<file path="src/sv/mfb_pkg.sv">
// Package for the max-flow block: sizes, command and register codes, and the
// command and status structs between controller and datapath. No dependencies.

package mfb_pkg;

	localparam int MAX_NODES = 64;
	localparam int NODE_W    = $clog2(MAX_NODES);
	localparam int CNT_W     = NODE_W + 1;
	localparam int MAT_AW    = 2 * NODE_W;
	localparam int MAT_DEPTH = MAX_NODES * MAX_NODES;

	localparam int FIELD_NODE_W = 6;
	localparam int NODE_CNT_W   = 7;
	localparam int CAP_W        = 31;
	localparam int FLOW_W       = 40;
	localparam int RES_W        = FLOW_W + 2;
	localparam int CMD_W        = 2;
	localparam int CFG_IDX_W    = 2;
	localparam int CFG_DATA_W   = 7;
	localparam int IN_DATA_W    = 48;

	localparam logic [CAP_W-1:0] CAP_MAX = {CAP_W{1'b1}};

	localparam logic [CMD_W-1:0] CMD_CLEAR = 2'd0;
	localparam logic [CMD_W-1:0] CMD_SET   = 2'd1;
	localparam logic [CMD_W-1:0] CMD_ADD   = 2'd2;
	localparam logic [CMD_W-1:0] CMD_RUN   = 2'd3;

	localparam logic [CFG_IDX_W-1:0] CFG_NODE_COUNT = 2'd0;
	localparam logic [CFG_IDX_W-1:0] CFG_SOURCE     = 2'd1;
	localparam logic [CFG_IDX_W-1:0] CFG_SINK       = 2'd2;

	typedef struct packed {
		logic sweep_clr;
		logic cap_sweep;
		logic cap_set;
		logic cap_add_rd;
		logic cap_add_wr;
		logic run_start;
		logic flow_sweep;
		logic bfs_init;
		logic pop;
		logic pop_load;
		logic scan_eval;
		logic walk_start;
		logic aug_start;
		logic walk_load;
		logic walk_eval;
		logic aug_eval;
		logic total_add;
		logic out_load;
	} dp_cmd_t;

	typedef struct packed {
		logic sweep_last;
		logic q_nonempty;
		logic visited_t;
		logic v_is_s;
		logic v_last;
		logic degenerate;
		logic out_busy;
	} dp_stat_t;

endpackage

</file>
<file path="src/sv/mfb_ctrl.sv">
// Controller state machine of the max-flow block.
// Depends on mfb_pkg for the command codes and the command and status structs.

module mfb_ctrl (
	input  logic                      clk,
	input  logic                      arst_n,
	input  logic                      in_valid,
	input  logic [mfb_pkg::CMD_W-1:0] in_cmd,
	output logic                      in_ready,
	input  mfb_pkg::dp_stat_t         stat,
	output mfb_pkg::dp_cmd_t          cmd
);

	localparam logic [3:0] ST_IDLE  = 4'd0;
	localparam logic [3:0] ST_CCLR  = 4'd1;
	localparam logic [3:0] ST_ADDW  = 4'd2;
	localparam logic [3:0] ST_FCLR  = 4'd3;
	localparam logic [3:0] ST_BINIT = 4'd4;
	localparam logic [3:0] ST_POP   = 4'd5;
	localparam logic [3:0] ST_POPW  = 4'd6;
	localparam logic [3:0] ST_SADDR = 4'd7;
	localparam logic [3:0] ST_SEVAL = 4'd8;
	localparam logic [3:0] ST_WP    = 4'd9;
	localparam logic [3:0] ST_WPW   = 4'd10;
	localparam logic [3:0] ST_WADDR = 4'd11;
	localparam logic [3:0] ST_WEVAL = 4'd12;
	localparam logic [3:0] ST_DONE  = 4'd13;

	logic [3:0] state_q, state_d;
	logic       phase_q, phase_d;
	logic       acc;

	assign in_ready = (state_q == ST_IDLE);
	assign acc      = in_valid && in_ready;

	always_comb begin
		state_d = state_q;
		phase_d = phase_q;
		cmd     = '0;
		case (state_q)
			ST_IDLE: begin
				if (acc) begin
					case (in_cmd)
						mfb_pkg::CMD_CLEAR: begin
							cmd.sweep_clr = 1'b1;
							state_d = ST_CCLR;
						end
						mfb_pkg::CMD_SET: begin
							cmd.cap_set = 1'b1;
						end
						mfb_pkg::CMD_ADD: begin
							cmd.cap_add_rd = 1'b1;
							state_d = ST_ADDW;
						end
						default: begin
							cmd.run_start = 1'b1;
							if (stat.degenerate) begin
								state_d = ST_DONE;
							end else begin
								cmd.sweep_clr = 1'b1;
								state_d = ST_FCLR;
							end
						end
					endcase
				end
			end
			ST_CCLR: begin
				cmd.cap_sweep = 1'b1;
				if (stat.sweep_last) begin
					state_d = ST_IDLE;
				end
			end
			ST_ADDW: begin
				cmd.cap_add_wr = 1'b1;
				state_d = ST_IDLE;
			end
			ST_FCLR: begin
				cmd.flow_sweep = 1'b1;
				if (stat.sweep_last) begin
					state_d = ST_BINIT;
				end
			end
			ST_BINIT: begin
				cmd.bfs_init = 1'b1;
				state_d = ST_POP;
			end
			ST_POP: begin
				if (stat.visited_t) begin
					cmd.walk_start = 1'b1;
					phase_d = 1'b0;
					state_d = ST_WP;
				end else if (stat.q_nonempty) begin
					cmd.pop = 1'b1;
					state_d = ST_POPW;
				end else begin
					state_d = ST_DONE;
				end
			end
			ST_POPW: begin
				cmd.pop_load = 1'b1;
				state_d = ST_SADDR;
			end
			ST_SADDR: begin
				state_d = ST_SEVAL;
			end
			ST_SEVAL: begin
				cmd.scan_eval = 1'b1;
				state_d = stat.v_last ? ST_POP : ST_SADDR;
			end
			ST_WP: begin
				if (stat.v_is_s) begin
					if (!phase_q) begin
						cmd.aug_start = 1'b1;
						phase_d = 1'b1;
					end else begin
						cmd.total_add = 1'b1;
						state_d = ST_BINIT;
					end
				end else begin
					state_d = ST_WPW;
				end
			end
			ST_WPW: begin
				cmd.walk_load = 1'b1;
				state_d = ST_WADDR;
			end
			ST_WADDR: begin
				state_d = ST_WEVAL;
			end
			ST_WEVAL: begin
				if (phase_q) begin
					cmd.aug_eval = 1'b1;
				end else begin
					cmd.walk_eval = 1'b1;
				end
				state_d = ST_WP;
			end
			ST_DONE: begin
				if (!stat.out_busy) begin
					cmd.out_load = 1'b1;
					state_d = ST_IDLE;
				end
			end
			default: begin
				state_d = ST_IDLE;
			end
		endcase
	end

	always_ff @(posedge clk or negedge arst_n) begin
		if (!arst_n) begin
			state_q <= ST_CCLR;
			phase_q <= 1'b0;
		end else begin
			state_q <= state_d;
			phase_q <= phase_d;
		end
	end

endmodule

</file>
<file path="config.mk">
export PLATFORM = sky130hd
export DESIGN_NAME = mfb_ctrl
export DESIGN_NICKNAME = d
export VERILOG_FILES = /design/src/sv/mfb_pkg.sv /design/src/sv/mfb_ctrl.sv
export SDC_FILE = /design/constraint.sdc
export NUM_CORES = 1
export LEC_CHECK = 0
export BUFFER_PORTS_ARGS = -buffer_cell sky130_fd_sc_hd__buf_2
export CAP_MARGIN = 5
export CORE_MARGIN = 8
export CORE_UTILIZATION = 42
export CTS_CLUSTER_SIZE = 25
export DETAILED_ROUTE_END_ITERATION = 12
export PLACE_DENSITY = 0.85
export SLEW_MARGIN = 25
export SYNTH_ARGS = -nofsm -noshare
export SYNTH_HDL_FRONTEND = slang
export SYNTH_SLANG_ARGS = --single-unit
</file>
<file path="constraint.sdc">
create_clock -name clk -period 1.5 [get_ports clk]
set_input_delay 0.15 -clock clk [delete_from_list [all_inputs] [get_ports clk]]
set_output_delay 0.15 -clock clk [all_outputs]
set_load 0.005 [all_outputs]
</file>
==> flow_summary.yaml <==
global_route:
  busiest_layer: "met2"
  grt_pass1_wl_microns: 5090
  grt_util_met2: 0.346
  grt_usage: 0.192
  gr-total-overflow: 0
  grt_pass1_vias: 1036
  grt_max_degree: 12
  use_met3: 0.0310
  met1_usage: 0.211
  antenna_found_initial: 0
logic_synthesis:
  synth-seq-area-share: 0.179
  netlist_area_sq_um: 707
  synth_top_cells_by_count: "nor2_1 (12), nand2b_1 (8), a21oi_1 (7), nor3_1 (7), nand2_1 (5)"
  ys_async_sr_fraction: 1.00
  synth_top_area_frac: 0.142
  yosys_warnings: 0
  syn_area_per_cell_sq_um: 7.52
  synth_seq_cells: 5
  synthesis.nets: 106
  synth_edf_count: 0
  synth.distinct_cells: 39
  synth-main-ff-cell: "dfrtp_1"
  netlist_instances: 94
  synth_top_area_cell: "dfrtp_1"
  synth.area.top_cells: "dfrtp_1 (14%), nand2b_1 (7.1%), nor2_1 (6.4%), a21oi_1 (5.0%), nor3_1 (5.0%)"
  yosysMostFrequentCell: "nor2_1"
routing:
  antenna_left: 0
  drt_pre_antenna_iters: 4
  routed_via_density: 6.05
  drc: 0
  routed_wl_microns: 3900
  vias: 1065
  avgRoutedWirePerCell_microns: 22.1
  drtIter0Drc: 24
power_and_ir_drop:
  powerDensity_nw_per_um2: 1690
  clkPwrFrac: 0.063
  power_mw: 2.53
  comb_power_share: 0.827
  p_sw_mw: 1.15
  p_int_mw: 1.39
  p_leak_nw: 0.680
  swShare: 0.453
  pwr-share-seq: 0.109
  peakVddDrop_mv: 1.11
outcome:
  status: "finished, violations left"
  violations: "negative setup slack"
cells_and_area:
  final_area_sq_um: 1500
  regArea_sq_um: 130
  finalNetCount: 172
  nFillCells: 62
  n_antenna_cell: 0
  multiInputGateArea_sq_um: 744
  post-route-util: 0.909
  fin_cells: 176
  area_growth_pct: 112
  drive_gt1_frac: 0.736
worst_setup_path:
  r2r_setup_slack_ns: -0.14
  crit_arrival_ns: 1.50
  timing.critical_path.from: "state_q[0]"
  start_kind: "flop"
  critPathMaxFanout: 6
  r2r-start: "state_q[2]"
  worstSetupEndpointType: "primary output"
  ff2ff_path_depth: 6
  crit_end: "cmd[5]"
  cp_data_required_time_ns: 1.35
  rr_endpoint: "state_q[1]"
  crit_type: "flop to primary output"
timing:
  relSlewSlack: 0.760
  hold_viol: 0
  fin_ws_ns: -0.147
  tns_ns: -1.52
  skew_ns: 0.00120
  report.final.slew_viol_count: 0
  period_share: 1.10
  max_freq_ghz: 0.607
  whs_ns: 0.181
  setup_violations: 20
  rsz0062_at_grt: "yes"
  worst_pin_slew_ns: 0.359
  fin_crit_ns: 1.65
die:
  die_h_microns: 57.0
  dieWidth_microns: 57.0
  rows: 15
  core_area_sq_um: 1650
  die-area_sq_um: 3250
  ios: 31
  start_util: 0.428
clocking:
  cts_sinks: 5
  cts_buffers: 3
  clock_latency_ns: 0.25
  path_clk_slew_ns: 0.04
  tritoncts: "done"
  cts_buffer_depth: 2
  root_buffer: "clkbuf_4"
  h-tree-depth: 1
placement:
  place_inst: 149
  gp_congestion: 0.859
  io_buffer_count: 30
  dp_hpwl_microns: 1880
  place_area_sq_um: 963
  place_ws_ns: -0.0507
run:
  cap_violations: 0
worst_hold_path:
  worstHoldPathType: "input pin to flop"
[kinds of logic (layout without fill, tap and decap cells)]
group,Yosys count,in the layout,synth area share
AND/OR/NAND/NOR,52,52,0.464
XOR/XNOR,1,1,0.0124
AO/OA/AOI/OAI,25,25,0.244
buffers and inverters,11,76,0.101
flip-flops,5,5,0.179
[sequential cells by signal (all words and copies together), names as in the netlist]
register  flops
state_q       4
phase_q       1
[how the worst min path moves through the flow]
stage,end,slack [ns],from,cells past startpoint
6_report,state_q[1],0.18,stat[6],3
5_1_grt,state_q[2],0.20,stat[0],2
4_1_cts,state_q[1],0.18,stat[6],3
3_5_place_dp,state_q[3],-0.03,arst_n,1
3_3_place_gp,state_q[3],-0.03,arst_n,1
2_1_floorplan,phase_q,-0.15,arst_n,0
[worst max-delay path, stage by stage (launching register included)]
cell      delay [ns]
dfstp_2         0.61
buf_6           0.15
and4bb_4        0.25
and2_4          0.15
buf_6           0.09
[cells in the final DEF, fill, tap and decap left out, types with 2 or more instances in the layout]
cell type / instances
o21ai_2: 3
nor2b_1: 3
nor4_4: 2
nor2_2: 2
nand3b_1: 2
nor3_2: 3
o2bb2ai_2: 2
dfrtp_2: 3
nor3_4: 3
buf_8: 2
buf_2: 27
a21oi_1: 3
buf_6: 12
nor2_1: 10
o21ai_0: 3
inv_1: 3
a21oi_2: 4
nand2b_1: 4
clkbuf_4: 3
nand2b_4: 4
nand2_2: 3
buf_12: 3
buf_4: 23
[repair_timing]
action                                 CTS  global route
hold buffers                             1             0
endpoints found under the hold margin    5             0
setup endpoints to repair               20            22
gates resized for setup                 26            42
cloned                                   0             1
buffers inserted                        14             8
pin swaps                               10            13
[power groups by stage]
| stage | combinational, mW | sequential [mW] | clock (mW) |
|---|---|---|---|
| 2_1_floorplan | 0.748 | 0.207 | 0 |
| 3_3_place_gp | 1.05 | 0.260 | 0 |
| 3_5_place_dp | 1.09 | 0.263 | 0 |
| 4_1_cts | 1.52 | 0.259 | 0.167 |
| 5_1_grt | 2.19 | 0.281 | 0.175 |
| 6_report | 2.10 | 0.277 | 0.160 |
[routing by layer]
| metal | up-vias | part of all wire |
|---|---|---|
| met2 | 66 | 0.51 |
| met3 | 22 | 0.058 |
| met1 | 499 | 0.37 |
| li1 | 478 | - |
| met4 | 0 | 0.055 |
| met5 | - | 0 |
[cell type report]
class / count / area share
Inverter: 3 / 0.00750
Clock buffer: 4 / 0.0175
Sequential cell: 5 / 0.0867
Multi-Input combinational cell: 78 / 0.496
Tap cell: 17 / 0.0142
Timing Repair Buffer: 69 / 0.378
(Power assumes the default switching activity.)
